==> src/hw/rtl/wbps_pkg.sv <==
// Shared constants, register indexes and types for the wildcard byte pattern search.
`default_nettype none
package wbps_pkg;

    localparam int MAX_PATTERN  = 16;
    localparam int ADDRESS_BITS = 32;

    // pattern bytes actually compared; the registers hold 16 at most
    localparam int PAT_CAP   = (MAX_PATTERN < 16) ? MAX_PATTERN : 16;
    localparam int WIN_CELLS = PAT_CAP - 1;

    localparam int PAT_BYTES   = 16;
    localparam int LEN_W       = 5;
    localparam int COUNT_W     = 16;
    localparam int MASK_W      = 16;
    localparam int CFG_DATA_W  = 64;
    localparam int REG_INDEX_W = 3;

    localparam logic [REG_INDEX_W-1:0] REG_PATTERN_LOW    = 3'd0;
    localparam logic [REG_INDEX_W-1:0] REG_PATTERN_HIGH   = 3'd1;
    localparam logic [REG_INDEX_W-1:0] REG_WILDCARD_MASK  = 3'd2;
    localparam logic [REG_INDEX_W-1:0] REG_PATTERN_LENGTH = 3'd3;
    localparam logic [REG_INDEX_W-1:0] REG_MATCH_NUMBER   = 3'd4;

    // per-beat control broadcast to every window cell
    typedef struct packed {
        logic shift;   // accepted beat moves the window
        logic clear;   // end of scan: empty the window
        logic gap;     // address break: older bytes no longer count
    } cell_ctrl_t;

endpackage
`default_nettype wire

==> src/hw/rtl/wbps_scan_if.sv <==
// Input channel: one scanned memory byte per beat.
`default_nettype none
interface wbps_scan_if;
    logic                              valid;
    logic                              ready;
    logic [7:0]                        data_byte;
    logic [wbps_pkg::ADDRESS_BITS-1:0] byte_address;
    logic                              last_byte;

    modport source (output valid, output data_byte, output byte_address, output last_byte,
                    input ready);
    modport sink   (input valid, input data_byte, input byte_address, input last_byte,
                    output ready);
endinterface
`default_nettype wire

==> src/hw/rtl/wbps_result_if.sv <==
// Output channel: one search result per beat.
`default_nettype none
interface wbps_result_if;
    logic                              valid;
    logic                              ready;
    logic                              found;
    logic [wbps_pkg::ADDRESS_BITS-1:0] match_address;

    modport source (output valid, output found, output match_address, input ready);
    modport sink   (input valid, input found, input match_address, output ready);
endinterface
`default_nettype wire

==> src/hw/rtl/wbps_cell.sv <==
// One window cell: holds a past byte, passes it on, compares it with its pattern byte.
`default_nettype none
module wbps_cell (
    input  wire                       clk,
    input  wire                       rst_n,
    input  wire wbps_pkg::cell_ctrl_t ctrl,
    input  wire [7:0]                 byte_in,
    input  wire                       valid_in,
    input  wire [7:0]                 pat_byte,
    input  wire                       wild,
    input  wire                       in_use,
    output logic [7:0]                byte_q,
    output logic                      valid_q,
    output logic                      ok
);

    logic [7:0] byte_reg;
    logic       valid_reg;
    logic       valid_next;

    always_comb
    begin
        valid_next = valid_reg;
        if (ctrl.clear)
        begin
            valid_next = 1'b0;
        end
        else if (ctrl.shift)
        begin
            valid_next = valid_in;
        end
    end

    always_ff @(posedge clk or negedge rst_n)
    begin
        if (!rst_n)
        begin
            valid_reg <= 1'b0;
        end
        else
        begin
            valid_reg <= valid_next;
        end
    end

    always_ff @(posedge clk)
    begin
        if (ctrl.shift)
        begin
            byte_reg <= byte_in;
        end
    end

    // unused positions pass; used ones need a live byte that fits
    assign ok      = !in_use || (valid_reg && !ctrl.gap && (wild || (byte_reg == pat_byte)));
    assign byte_q  = byte_reg;
    assign valid_q = valid_reg;

endmodule
`default_nettype wire

==> src/hw/rtl/wildcard_byte_pattern_search.sv <==
// Top level of the wildcard byte pattern search.
`default_nettype none
// Scans a stream of addressed bytes for a pattern of 1 to 16 bytes, any of which may be a
// wildcard, and reports the start address of the Nth match of a scan (overlaps count).
// The scan ends with a beat marked last_byte; a scan without the Nth match gives one
// not-found result. An address that is not the previous one plus one restarts the window
// but keeps the match count. After a found result, beats are swallowed up to and including
// the last_byte beat. Throughput is one byte per clock: the past bytes sit in a row of
// window cells that shift every accepted beat and compare all positions in parallel, so a
// match is decided in the cycle the byte is accepted and the result appears in the output
// register on the next cycle. The only stall is a result held in that register while the
// sink is not ready. Configuration is written through a plain write port (index 0..4:
// pattern_low, pattern_high, wildcard_mask, pattern_length, match_number) while idle; no
// reset sweep is needed, the block takes beats right after reset.
module wildcard_byte_pattern_search (
    input  wire                                    clk,
    input  wire                                    rst_n,
    wbps_scan_if.sink                              scan,
    wbps_result_if.source                          result,
    input  wire                                    write_en,
    input  wire [wbps_pkg::REG_INDEX_W-1:0]        write_index,
    input  wire [wbps_pkg::CFG_DATA_W-1:0]         write_data
);

    localparam int AW = wbps_pkg::ADDRESS_BITS;
    localparam int NC = wbps_pkg::WIN_CELLS;
    localparam int LW = wbps_pkg::LEN_W;
    localparam int CW = wbps_pkg::COUNT_W;

    // ---------------- configuration registers ----------------
    logic [7:0]                  pattern_reg [wbps_pkg::PAT_BYTES];
    logic [wbps_pkg::MASK_W-1:0] wildcard_reg;
    logic [LW-1:0]               length_reg;
    logic [CW-1:0]               match_number_reg;

    always_ff @(posedge clk or negedge rst_n)
    begin
        if (!rst_n)
        begin
            for (int b = 0; b < wbps_pkg::PAT_BYTES; b++)
            begin
                pattern_reg[b] <= 8'd0;
            end
            wildcard_reg     <= '0;
            length_reg       <= LW'(1);
            match_number_reg <= CW'(1);
        end
        else if (write_en)
        begin
            unique case (write_index)
                wbps_pkg::REG_PATTERN_LOW:
                begin
                    for (int b = 0; b < 8; b++)
                    begin
                        pattern_reg[b] <= write_data[8*b +: 8];
                    end
                end
                wbps_pkg::REG_PATTERN_HIGH:
                begin
                    for (int b = 0; b < 8; b++)
                    begin
                        pattern_reg[b+8] <= write_data[8*b +: 8];
                    end
                end
                wbps_pkg::REG_WILDCARD_MASK:  wildcard_reg     <= write_data[wbps_pkg::MASK_W-1:0];
                wbps_pkg::REG_PATTERN_LENGTH: length_reg       <= write_data[LW-1:0];
                wbps_pkg::REG_MATCH_NUMBER:   match_number_reg <= write_data[CW-1:0];
                default:
                begin
                end
            endcase
        end
    end

    // length 0 acts as 1, beyond the cap acts as the cap
    logic [LW-1:0] len_used;

    always_comb
    begin
        if (length_reg == '0)
        begin
            len_used = LW'(1);
        end
        else if (length_reg > LW'(wbps_pkg::PAT_CAP))
        begin
            len_used = LW'(wbps_pkg::PAT_CAP);
        end
        else
        begin
            len_used = length_reg;
        end
    end

    // Position p (0 = incoming byte, p = k+1 = window cell k) lines up with
    // pattern byte len_used-1-p.
    logic [7:0] pos_pat  [wbps_pkg::PAT_CAP];
    logic       pos_wild [wbps_pkg::PAT_CAP];
    logic       pos_use  [wbps_pkg::PAT_CAP];

    always_comb
    begin
        logic [LW-1:0] j;
        for (int p = 0; p < wbps_pkg::PAT_CAP; p++)
        begin
            j           = LW'(len_used - LW'(1) - LW'(p));
            pos_use[p]  = LW'(p) < len_used;
            pos_pat[p]  = pattern_reg[j[3:0]];
            pos_wild[p] = wildcard_reg[j[3:0]];
        end
    end

    // ---------------- handshake ----------------
    logic          out_valid_reg;
    logic          out_found_reg;
    logic [AW-1:0] out_addr_reg;
    logic          accept;

    assign scan.ready = !out_valid_reg || result.ready;
    assign accept     = scan.valid && scan.ready;

    // ---------------- scan state ----------------
    logic [AW-1:0] prev_addr_reg;
    logic [CW-1:0] count_reg;
    logic          finished_reg;

    logic [AW-1:0] prev_addr_next;
    logic [CW-1:0] count_next;
    logic          finished_next;

    logic [7:0] cell_byte  [NC];
    logic       cell_valid [NC];
    logic       cell_ok    [NC];
    logic [7:0] link_byte  [NC];
    logic       link_valid [NC];

    wbps_pkg::cell_ctrl_t ctrl;

    logic          live;        // accepted beat that is scanned, not swallowed
    logic          gap;
    logic          hit;
    logic [CW-1:0] count_inc;
    logic          found_now;
    logic          emit;
    logic          emit_found;
    logic [AW-1:0] emit_addr;

    assign live = accept && !finished_reg;
    assign gap  = cell_valid[0] && (scan.byte_address != AW'(prev_addr_reg + AW'(1)));

    always_comb
    begin
        ctrl.shift = live;
        ctrl.gap   = gap;
        ctrl.clear = accept && scan.last_byte;
    end

    // window chain: new byte enters cell 0, older bytes drop one cell per beat
    always_comb
    begin
        link_byte[0]  = scan.data_byte;
        link_valid[0] = 1'b1;
        for (int k = 1; k < NC; k++)
        begin
            link_byte[k]  = cell_byte[k-1];
            link_valid[k] = cell_valid[k-1] && !gap;
        end
    end

    for (genvar k = 0; k < NC; k++)
    begin : g_cell
        wbps_cell u_cell (
            .clk      (clk),
            .rst_n    (rst_n),
            .ctrl     (ctrl),
            .byte_in  (link_byte[k]),
            .valid_in (link_valid[k]),
            .pat_byte (pos_pat[k+1]),
            .wild     (pos_wild[k+1]),
            .in_use   (pos_use[k+1]),
            .byte_q   (cell_byte[k]),
            .valid_q  (cell_valid[k]),
            .ok       (cell_ok[k])
        );
    end

    always_comb
    begin
        hit = pos_wild[0] || (scan.data_byte == pos_pat[0]);
        for (int k = 0; k < NC; k++)
        begin
            hit = hit && cell_ok[k];
        end
    end

    assign count_inc = (count_reg == '1) ? count_reg : CW'(count_reg + CW'(1));
    assign found_now = live && hit && (match_number_reg != '0) && (count_inc == match_number_reg);

    always_comb
    begin
        prev_addr_next = prev_addr_reg;
        count_next     = count_reg;
        finished_next  = finished_reg;
        emit           = 1'b0;
        emit_found     = 1'b0;
        emit_addr      = '0;
        if (live)
        begin
            prev_addr_next = scan.byte_address;
            if (hit)
            begin
                count_next = count_inc;
            end
            if (found_now)
            begin
                emit          = 1'b1;
                emit_found    = 1'b1;
                emit_addr     = AW'(scan.byte_address - AW'(len_used - LW'(1)));
                finished_next = 1'b1;
            end
            else if (scan.last_byte)
            begin
                emit = 1'b1;
            end
        end
        // end of scan resets the match state, found or not
        if (accept && scan.last_byte)
        begin
            count_next    = '0;
            finished_next = 1'b0;
        end
    end

    always_ff @(posedge clk or negedge rst_n)
    begin
        if (!rst_n)
        begin
            prev_addr_reg <= '0;
            count_reg     <= '0;
            finished_reg  <= 1'b0;
            out_valid_reg <= 1'b0;
        end
        else
        begin
            prev_addr_reg <= prev_addr_next;
            count_reg     <= count_next;
            finished_reg  <= finished_next;
            if (emit)
            begin
                out_valid_reg <= 1'b1;
            end
            else if (result.ready)
            begin
                out_valid_reg <= 1'b0;
            end
        end
    end

    always_ff @(posedge clk)
    begin
        if (emit)
        begin
            out_found_reg <= emit_found;
            out_addr_reg  <= emit_addr;
        end
    end

    assign result.valid         = out_valid_reg;
    assign result.found         = out_found_reg;
    assign result.match_address = out_addr_reg;

endmodule
`default_nettype wire

==> src/flat_wrapper.sv <==
// flat-port wrapper written by rule: the top's interface ports become plain ports
module wildcard_byte_pattern_search_flat 
  (clk, rst_n, write_en, write_index, write_data, scan_valid, scan_data_byte, scan_byte_address, scan_last_byte, scan_ready, result_valid, result_found, result_match_address, result_ready);
  wbps_scan_if scan_i ();
  wbps_result_if result_i ();
  input  wire clk;
  input  wire rst_n;
  input  wire write_en;
  input  wire [wbps_pkg::REG_INDEX_W-1:0] write_index;
  input  wire [wbps_pkg::CFG_DATA_W-1:0] write_data;
  input wire logic [$bits(scan_i.valid)-1:0] scan_valid;
  input wire logic [$bits(scan_i.data_byte)-1:0] scan_data_byte;
  input wire logic [$bits(scan_i.byte_address)-1:0] scan_byte_address;
  input wire logic [$bits(scan_i.last_byte)-1:0] scan_last_byte;
  output wire logic [$bits(scan_i.ready)-1:0] scan_ready;
  output wire logic [$bits(result_i.valid)-1:0] result_valid;
  output wire logic [$bits(result_i.found)-1:0] result_found;
  output wire logic [$bits(result_i.match_address)-1:0] result_match_address;
  input wire logic [$bits(result_i.ready)-1:0] result_ready;
  assign scan_i.valid = scan_valid;
  assign scan_i.data_byte = scan_data_byte;
  assign scan_i.byte_address = scan_byte_address;
  assign scan_i.last_byte = scan_last_byte;
  assign scan_ready = scan_i.ready;
  assign result_valid = result_i.valid;
  assign result_found = result_i.found;
  assign result_match_address = result_i.match_address;
  assign result_i.ready = result_ready;
  wildcard_byte_pattern_search u_core (.clk(clk), .rst_n(rst_n), .scan(scan_i), .result(result_i), .write_en(write_en), .write_index(write_index), .write_data(write_data));
endmodule
==> config.mk <==
export PLATFORM = sky130hd
export DESIGN_NAME = wildcard_byte_pattern_search_flat
export DESIGN_NICKNAME = d
export VERILOG_FILES = /design/src/hw/rtl/wbps_pkg.sv /design/src/hw/rtl/wbps_scan_if.sv /design/src/hw/rtl/wbps_result_if.sv /design/src/hw/rtl/wbps_cell.sv /design/src/hw/rtl/wildcard_byte_pattern_search.sv /design/src/flat_wrapper.sv
export SDC_FILE = /design/constraint.sdc
export NUM_CORES = 1
export LEC_CHECK = 0
export CORE_MARGIN = 2
export CORE_UTILIZATION = 25
export DETAILED_ROUTE_END_ITERATION = 6
export DONT_BUFFER_PORTS = 1
export PLACE_DENSITY = 0.43
export SYNTH_ARGS = -nofsm -noshare
export SYNTH_HDL_FRONTEND = slang
export SYNTH_HIERARCHICAL = 1
export SYNTH_SLANG_ARGS = --single-unit
==> constraint.sdc <==
create_clock -name clk -period 14.94 [get_ports clk]
set_clock_uncertainty 0.05 [all_clocks]
set_input_delay 1.494 -clock clk [delete_from_list [all_inputs] [get_ports clk]]
set_output_delay 1.494 -clock clk [all_outputs]
set_load 0.05 [all_outputs]
After elaboration in Yosys (flattened, before gate mapping)
Cells that the tools add are included.
{"block": "classes", "n_addsub": 20, "n_lt_le_gt_ge": 48, "n_eq_ne": 23, "muxes": 125, "n_bitwise": 16, "reduce_logical": 117}
{"op": "$bmux 8 s4", "count": 16}
{"op": "$mux 8", "count": 32}
{"op": "$eq 8x8->1", "count": 16}
{"op": "$ge 5x5->1 const B", "count": 16}
{"op": "$lt 4x5->1 const B", "count": 16}
{"op": "$not 4->5", "count": 16}
{"op": "$bmux 1 s4", "count": 16}
{"op": "$mux 16", "count": 4}
{"op": "$mux 1", "count": 55}
{"op": "$logic_and 1x1->1", "count": 52}
{"op": "$lt 4x5->1 const A", "count": 8}
{"op": "$add 32x1->32 const B", "count": 1}
{"op": "$logic_or 1x1->1", "count": 32}
{"op": "$ne 32x32->1", "count": 1}
{"op": "$sub 32x32->32", "count": 1}
{"op": "$sub 4x4->4 const B", "count": 8}
{"op": "$lt 3x5->1 const A", "count": 4}
{"op": "$logic_not 1->1", "count": 18}
{"op": "$add 16x1->16 const B", "count": 1}
{"op": "$eq 16x16->1", "count": 1}
{"op": "$eq 16x16->1 const B", "count": 1}
{"op": "$reduce_and 2->1", "count": 8}
{"op": "$reduce_bool 16->1", "count": 1}
{"op": "$sub 4x3->4 const B", "count": 4}
{"op": "other kinds (13)", "count": 21}
{"block": "word_totals", "reg_bits": 383, "inputBits": 113, "output_inout_bits": 35}

Longest topological paths before layout
Gate-level depths: netlist of run 1.
{"block": "logic_depth", "depth_word": 34, "depth_mapped": 32, "mapped_depth_nobuf": 22}

Cells and area by module
Netlist of run 1, hierarchy kept.
{"mod": "wildcard_byte_pattern_search", "instances": 1, "cells_each": 1758, "area_per_inst_um2": 19422.4, "seq_area_each_um2": 6373.6}
{"mod": "wbps_cell", "instances": 15, "cells_each": 25, "area_per_inst_um2": 396.6, "seq_area_each_um2": 265.3}

Worst setup path before layout of run 1
No wires, ideal clock.
{"block": "synth_timing", "path_kind": "register to register", "from": "register u_core.length_reg[0]", "to": "register u_core.out_found_reg (netlist: u_core/result.found), enable pin", "t_arrival_ns": 7.611, "t_required_ns": 14.500, "setup_slack_ns": 6.889, "path_stages_with_launch": 30, "cell_sequence": "dfstp_2 > inv_1 > o22ai_2 > buf_6 > buf_2 > buf_2 > clkbuf_1 > buf_2 > ha_1 > buf_1 > inv_1 > clkbuf_1 > clkbuf_1 > ha_1 > a21oi_1 > xnor2_1 > clkbuf_1 > mux2i_1 > xor2_1 > nor4_2 > a21oi_1 > a21oi_1 > nand4_1 > nor2_1 > nand3_1 > nor2_4 > nand4bb_1 > buf_6 > buf_6 > nand2_1"}
{"element": "start: declaration", "line": "wildcard_byte_pattern_search.sv:33", "text": "logic [LW-1:0] length_reg;"}
{"element": "start signal: assignment", "line": "wildcard_byte_pattern_search.sv:66", "text": "wbps_pkg::REG_PATTERN_LENGTH: length_reg <= write_data[LW-1:0];"}
{"element": "end signal: assignment", "line": "wildcard_byte_pattern_search.sv:262", "text": "out_found_reg <= emit_found;"}
{"element": "end: declaration", "line": "wildcard_byte_pattern_search.sv:114", "text": "logic out_found_reg;"}

==> results of run 1 <==
## area by class of cell
| type | count | share of cell area, % |
|---|---|---|
| repair buffers | 29 | 0.757 |
| flip-flops and latches | 383 | 36.0 |
| well taps | 1357 | 5.91 |
| clock inverters | 16 | 0.809 |
| multi-input cells | 1641 | 51.1 |
| inverters | 32 | 0.453 |
| diodes | 12 | 0.104 |
| clock buffers | 72 | 4.87 |
## worst paths after layout
kind,start,to,slack [ps],depth (start not counted)
hold reg to reg,u_core/g_cell[6].u_cell/byte_q[3]$_DFFE_PP_,u_core/g_cell[7].u_cell/byte_q[3]$_DFFE_PP_,410,0
max in group asynchronous,rst_n,u_core/g_cell[0].u_cell/valid_q$_DFFE_PN0P_,13790,0
setup / recovery,u_core/length_reg[4]$_DFFE_PN0P_,u_core/result.match_address[5]$_SDFFCE_PN0P_,7090,27
setup reg to reg,u_core/length_reg[4]$_DFFE_PN0P_,u_core/result.match_address[5]$_SDFFCE_PN0P_,7090,27
min in group asynchronous,rst_n,u_core/pattern_reg[69]$_DFFE_PN0P_,480,0
hold / removal,u_core/g_cell[6].u_cell/byte_q[3]$_DFFE_PP_,u_core/g_cell[7].u_cell/byte_q[3]$_DFFE_PP_,410,0
## critical path: cells and delay by family, from the launching register on
kind                       cells  cell delay, ps
buffers and inverters          9            2800
and+or+nand+nor                8            1890
adders and majority gates      2             680
DFF                            1             650
AOI/OAI and AO/OA              4             580
xor gates and xnor gates       3             420
muxes                          1             310
## power breakdown
group / switching [mW] / internal [mW]
logic: 1.79 / 1.26
registers: 0.182 / 1.25
clock network: 0.512 / 0.706
## cells in the mapped netlist (28+ instances only)
library cell    n  share of area [%]
dfrtp_1       228                 22
ha_1           39                1.9
mux2i_1       439                 17
clkbuf_1       63               0.93
inv_1          29               0.43
a21oi_1        82                1.6
nand2b_1       46                1.1
xor2_1        167                5.8
nor2_1         81                1.2
nand4_1        29               0.72
nor4_2         31                1.5
xnor2_1        60                2.1
edfxtp_1      153                 18
nand2_1       125                1.8
mux2_2        167                7.4
nand3_1        28               0.55
o21ai_0        33               0.65
mux4_2         76                6.7
## routing by layer
| layer | share of wire (%) | vias up | wire, µm |
|---|---|---|---|
| met5 | 0 | - | 0 |
| met4 | 2.8 | 0 | 2390 |
| met3 | 6.2 | 109 | 5360 |
| met2 | 44 | 524 | 38000 |
| met1 | 47 | 9124 | 40400 |
| li1 | - | 7964 | - |
## cell families after synthesis
family / share of synthesized area, %
other: 0.0148
XOR/XNOR: 7.84
AO/OA/AOI/OAI: 5.24
adder cells (fa/ha/maj): 1.96
multiplexers: 31.9
AND/OR/NAND/NOR: 9.96
flip-flops: 40.8
buffers and inverters: 2.29
==> impl_metrics.py, run 1 <==
metrics = {
    "status": {
        "status": "completed",
    },
    "floorplanning": {
        "die_w_um": 323,
        "initial_core_util_pct": 25.3,
        "die_y_um": 323,
        "design.die.area_mm2": 0.104,
        "rows": 116,
        "fp.coreArea_mm2": 0.100,
        "ioPinCount": 148,
    },
    "layout": {
        "stdcell_area_mm2": 0.0288,
        "multi_input_area_mm2": 0.0147,
        "fin_nets": 2287,
        "drive_above_1_share_pct": 19.3,
        "final_util_pct": 28.7,
        "final_cell_mix": "mux2i_1, dfrtp_1, xor2_1, mux2_2, edfxtp_1",
        "fillCellCount": 10300,
        "mostFrequentLayoutCell": "mux2i_1",
        "final_cells": 3542,
        "regArea_mm2": 0.0104,
        "synthToLayoutAreaGrowth_pct": 13.3,
        "largest_register_ff_count": 128,
    },
    "cts": {
        "htreeDepth": 2,
        "cts_hold_buf": 0,
        "root_buffer": "clkbuf_16",
        "cts_resized": 0,
        "cts_sinks": 383,
        "path_clk_slew_ps": 60,
        "tritoncts": "done",
        "post_cts_buffers": 0,
        "clk_path_buf_depth": 3,
        "numCtsBuffers": 48,
        "clk_latency_ps": 660,
    },
    "route": {
        "detail_route.first_pass.iterations": 5,
        "via_per_inst": 5.00,
        "drtAntennaViolNets": 0,
        "routedWlPerCell_um": 24.3,
        "drt_iter0_drc": 1348,
        "routed_wl_um": 86100,
        "route.vias.total": 17700,
        "drc": 0,
    },
    "critical_path": {
        "endpoint_kind": "register",
        "critPathMaxFanout": 39,
        "cpMaxStageDelayCell": "dfrtp_1",
        "slowest_delay_ps": 650,
        "critical_path_required_ps": 15200,
        "crit_type": "register to register",
        "cp.arrival_ps": 8110,
        "critPathMostFrequentCell": "buf_4",
        "crit_path_start_kind": "register",
    },
    "timing": {
        "rsz0062_at_grt": "no",
        "min_period_over_period_pct": 52.5,
        "fmax_mhz": 127,
        "fin_crit_ps": 7850,
        "relSlewSlack_pct": 21.9,
        "setup-tns-final_ps": 0,
        "hold_violations": 0,
        "maxSlewViolCount": 0,
        "setup_viol_count_final": 0,
        "worst_pin_slew_ps": 1170,
        "setup_slack_ps": 7090,
        "holdWs_ps": 411,
    },
    "yosys": {
        "synth_edf_count": 153,
        "ys_async_sr_fraction_pct": 60.1,
        "syn_area_mm2": 0.0254,
        "syn_area_per_cell_um2": 11.9,
        "syn_inst": 2133,
        "synth_top_flop_cell": "dfrtp_1",
        "seq_area_frac_synth_pct": 40.8,
        "yosys_register_bits": 383,
        "synth_cell_types": 75,
        "synth-warning-count": 6,
    },
    "placement": {
        "hpwl_um": 66600,
        "placed_cell_area_mm2": 0.0271,
        "globalplace.congestion": 0.903,
        "port-buffer-count": 0,
        "dp.cells": 3442,
        "place_ws_ps": 7030,
    },
    "power": {
        "p_per_area_mw_per_mm2": 198,
        "power.leakage_nw": 12.0,
        "fin_total_pwr_mw": 5.70,
        "ir_drop_mv": 0.127,
    },
    "global_route": {
        "grt_pass1_wl_um": 126000,
        "grt.busiest_layer": "met2",
        "antenna_found_initial": 6,
        "grt_max_degree": 231,
        "grt_use_total_pct": 16.5,
        "met1_usage_pct": 23.5,
        "grt_pass1_vias": 17700,
        "met2_usage_pct": 25.2,
        "grt_overflow": 0,
        "use_met3_pct": 3.06,
    },
    "flow_run": {
        "cap_violations": 0,
    },
    "worst_hold_path": {
        "min_path_type": "register to register",
    },
}
Power figures use the tool's default switching activity.
==> run 2, diff against run 1 <==
--- a/config.mk
+++ b/config.mk
@@ -5,11 +5,12 @@
 export SDC_FILE = /design/constraint.sdc
 export NUM_CORES = 1
 export LEC_CHECK = 0
+export ABC_AREA = 1
 export CORE_MARGIN = 2
 export CORE_UTILIZATION = 25
 export DETAILED_ROUTE_END_ITERATION = 6
 export DONT_BUFFER_PORTS = 1
-export PLACE_DENSITY = 0.43
+export PLACE_DENSITY = 0.45
 export SYNTH_ARGS = -nofsm -noshare
 export SYNTH_HDL_FRONTEND = slang
 export SYNTH_HIERARCHICAL = 1
==> constraint.sdc (replaced) <==
create_clock -name clk -period 6.6 [get_ports clk]
set_clock_uncertainty 0.05 [all_clocks]
set_input_delay 0.66 -clock clk [delete_from_list [all_inputs] [get_ports clk]]
set_output_delay 0.66 -clock clk [all_outputs]
set_load 0.05 [all_outputs]
==> impl_metrics.py, run 2 <==
metrics = {
    "status": {
        "status": "completed",
    },
    "timing": {
        "relSlewSlack_pct": 33.4,
        "min_period_over_period_pct": 90.9,
        "maxSlewViolCount": 0,
        "setup_viol_count_final": 0,
        "fin_crit_ps": 6000,
        "fmax_mhz": 167,
        "hold_violations": 0,
        "worst_pin_slew_ps": 996,
        "setup-tns-final_ps": 0,
        "rsz0062_at_grt": "no",
        "setup_slack_ps": 600,
    },
    "yosys": {
        "synth.area.top_cells": "dfrtp_1, nand2_1, edfxtp_1, o21ai_0, inv_1",
        "synth-warning-count": 6,
        "synth_cell_types": 55,
        "yosys_register_bits": 383,
        "syn_area_mm2": 0.0271,
        "ys_async_sr_fraction_pct": 60.1,
        "yosys-top-cells-count": "nand2_1, o21ai_0, inv_1",
        "synthMostInstantiatedCell": "nand2_1",
        "synth_edf_count": 153,
        "seq_area_frac_synth_pct": 38.2,
        "syn_inst": 4010,
        "yosysTopAreaCell": "dfrtp_1",
        "syn_area_per_cell_um2": 6.75,
        "synth_top_area_share_pct": 21.1,
        "synth_top_flop_cell": "dfrtp_1",
    },
    "critical_path": {
        "cpMaxStageDelayCell": "o21ai_0",
        "crit_path_start": "u_core/length_reg[2]$_DFFE_PN0P_",
        "crit_type": "register to register",
        "critical_path_required_ps": 6850,
        "crit_path_start_kind": "register",
        "endpoint_kind": "register",
        "cp.arrival_ps": 6250,
        "rr_startpoint": "u_core/length_reg[2]$_DFFE_PN0P_",
        "critPathMostFrequentCell": "nand2_1",
        "critPathMaxFanout": 48,
        "slowest_delay_ps": 580,
    },
    "cts": {
        "cts_resized": 0,
        "numCtsBuffers": 50,
        "path_clk_slew_ps": 60,
        "clk_latency_ps": 650,
        "post_cts_buffers": 0,
        "tritoncts": "done",
        "clk_path_buf_depth": 3,
        "root_buffer": "clkbuf_16",
        "cts_sinks": 383,
        "cts_hold_buf": 1,
        "htreeDepth": 2,
    },
    "floorplanning": {
        "design.die.area_mm2": 0.111,
        "die_w_um": 333,
        "rows": 120,
        "die_y_um": 333,
        "ioPinCount": 148,
        "initial_core_util_pct": 25.2,
        "fp.coreArea_mm2": 0.107,
    },
    "global_route": {
        "grt_use_total_pct": 17.2,
        "grt_pass1_vias": 22800,
        "grt_overflow": 0,
        "antenna_found_initial": 2,
        "grt_max_degree": 231,
        "grt_pass1_wl_um": 145000,
    },
    "power": {
        "p_per_area_mw_per_mm2": 414,
        "ir_drop_mv": 0.233,
        "power.leakage_nw": 14.6,
        "fin_total_pwr_mw": 12.6,
    },
    "route": {
        "via_per_inst": 4.54,
        "routedWlPerCell_um": 17.9,
        "routed_wl_um": 96600,
        "detail_route.first_pass.iterations": 6,
        "route.vias.total": 24600,
        "drt_iter0_drc": 2104,
        "drtAntennaViolNets": 0,
        "drc": 0,
    },
    "worst_hold_path": {
        "min_path_type": "primary input to register",
        "hp-start": "scan_data_byte[7]",
    },
    "flow_run": {
        "cap_violations": 0,
    },
    "placement": {
        "globalplace.congestion": 0.880,
        "hpwl_um": 74400,
        "port-buffer-count": 0,
        "place_ws_ps": 658,
    },
    "layout": {
        "regArea_mm2": 0.0104,
        "multi_input_area_mm2": 0.0141,
        "fin_nets": 4113,
        "fillCellCount": 11900,
        "final_cell_mix": "nand2_1, o21ai_0, inv_1",
        "synthToLayoutAreaGrowth_pct": 12.2,
        "mostFrequentLayoutCell": "nand2_1",
        "largest_register_ff_count": 128,
        "drive_above_1_share_pct": 5.12,
    },
}
-- run 2: critical path, delay by kind of cell (launching register included) --
kind	cells	cell delay, ps
compound gates	2	760
fa+ha+maj	1	280
xor+xnor	1	110
simple gates	21	2510
buf+inv	6	1390
flops	1	510
-- run 2: final cells by class --
class / instances / share of cell area, %
diodes: 6 / 0.0494
repair buffers: 44 / 1.43
inverters: 545 / 6.75
well taps: 1403 / 5.78
flip-flops and latches: 383 / 34.1
clock buffers: 70 / 4.80
clock inverters: 22 / 0.787
multi-input cells: 2937 / 46.3
-- run 2: path summary, 6_finish.rpt --
path	to	slack (ps)	cells after the start
worst max-delay path	u_core/result.match_address[28]$_SDFFCE_PN0P_	600	31
worst min-delay path	u_core/g_cell[0].u_cell/byte_q[7]$_DFFE_PP_	60	0
worst max register to register	u_core/result.match_address[28]$_SDFFCE_PN0P_	600	31
worst min register to register	u_core/g_cell[3].u_cell/byte_q[1]$_DFFE_PP_	420	0
max in group asynchronous	u_core/pattern_reg[82]$_DFFE_PN0P_	4660	3
min in group asynchronous	u_core/match_number_reg[7]$_DFFE_PN0P_	580	2
-- run 2: metal layers --
metal | global-route usage [%] | vias to the layer above | share of wire, %
li1 | - | 12700 | -
met1 | 23.7 | 11100 | 47
met2 | 26.9 | 617 | 44
met3 | 2.73 | 126 | 5.4
met4 | 7.03 | 0 | 3.9
met5 | 0 | - | 0
-- run 2: cell families (layout without fill, tap and decap cells) --
| logic type | count (synthesis) | in the layout | synth area share, % |
|---|---|---|---|
| compound gates | 730 | 730 | 14.2 |
| xor+xnor | 141 | 141 | 4.92 |
| fa+ha+maj | 39 | 39 | 1.80 |
| buf+inv | 716 | 681 | 10.4 |
| flops | 383 | 383 | 38.2 |
| mux | 13 | 13 | 0.481 |
| other cells | 1 | 33 | 0.0139 |
| simple gates | 1987 | 1987 | 29.9 |
-- run 2: through the flow --
stage / std cells / hold WS (ps) / utilization [%] / cell area [µm²]
2_1_floorplan: 4036 / 314 / - / 27200
3_3_place_gp: 5309 / 345 / 26.7 / 28600
3_5_place_dp: 5309 / 345 / 26.7 / 28600
4_1_cts: 5402 / 25.3 / 28.3 / 30300
5_1_grt: 5410 / 32.4 / 28.3 / 30400
6_report: 5410 / 59.7 / 28.3 / 30400
-- run 2: power breakdown --
group | total, mW | switching (mW) | internal [mW]
Sequential | 3.13 | 0.325 | 2.81
Clock | 2.88 | 1.18 | 1.70
Combinational | 6.58 | 4.61 | 1.97
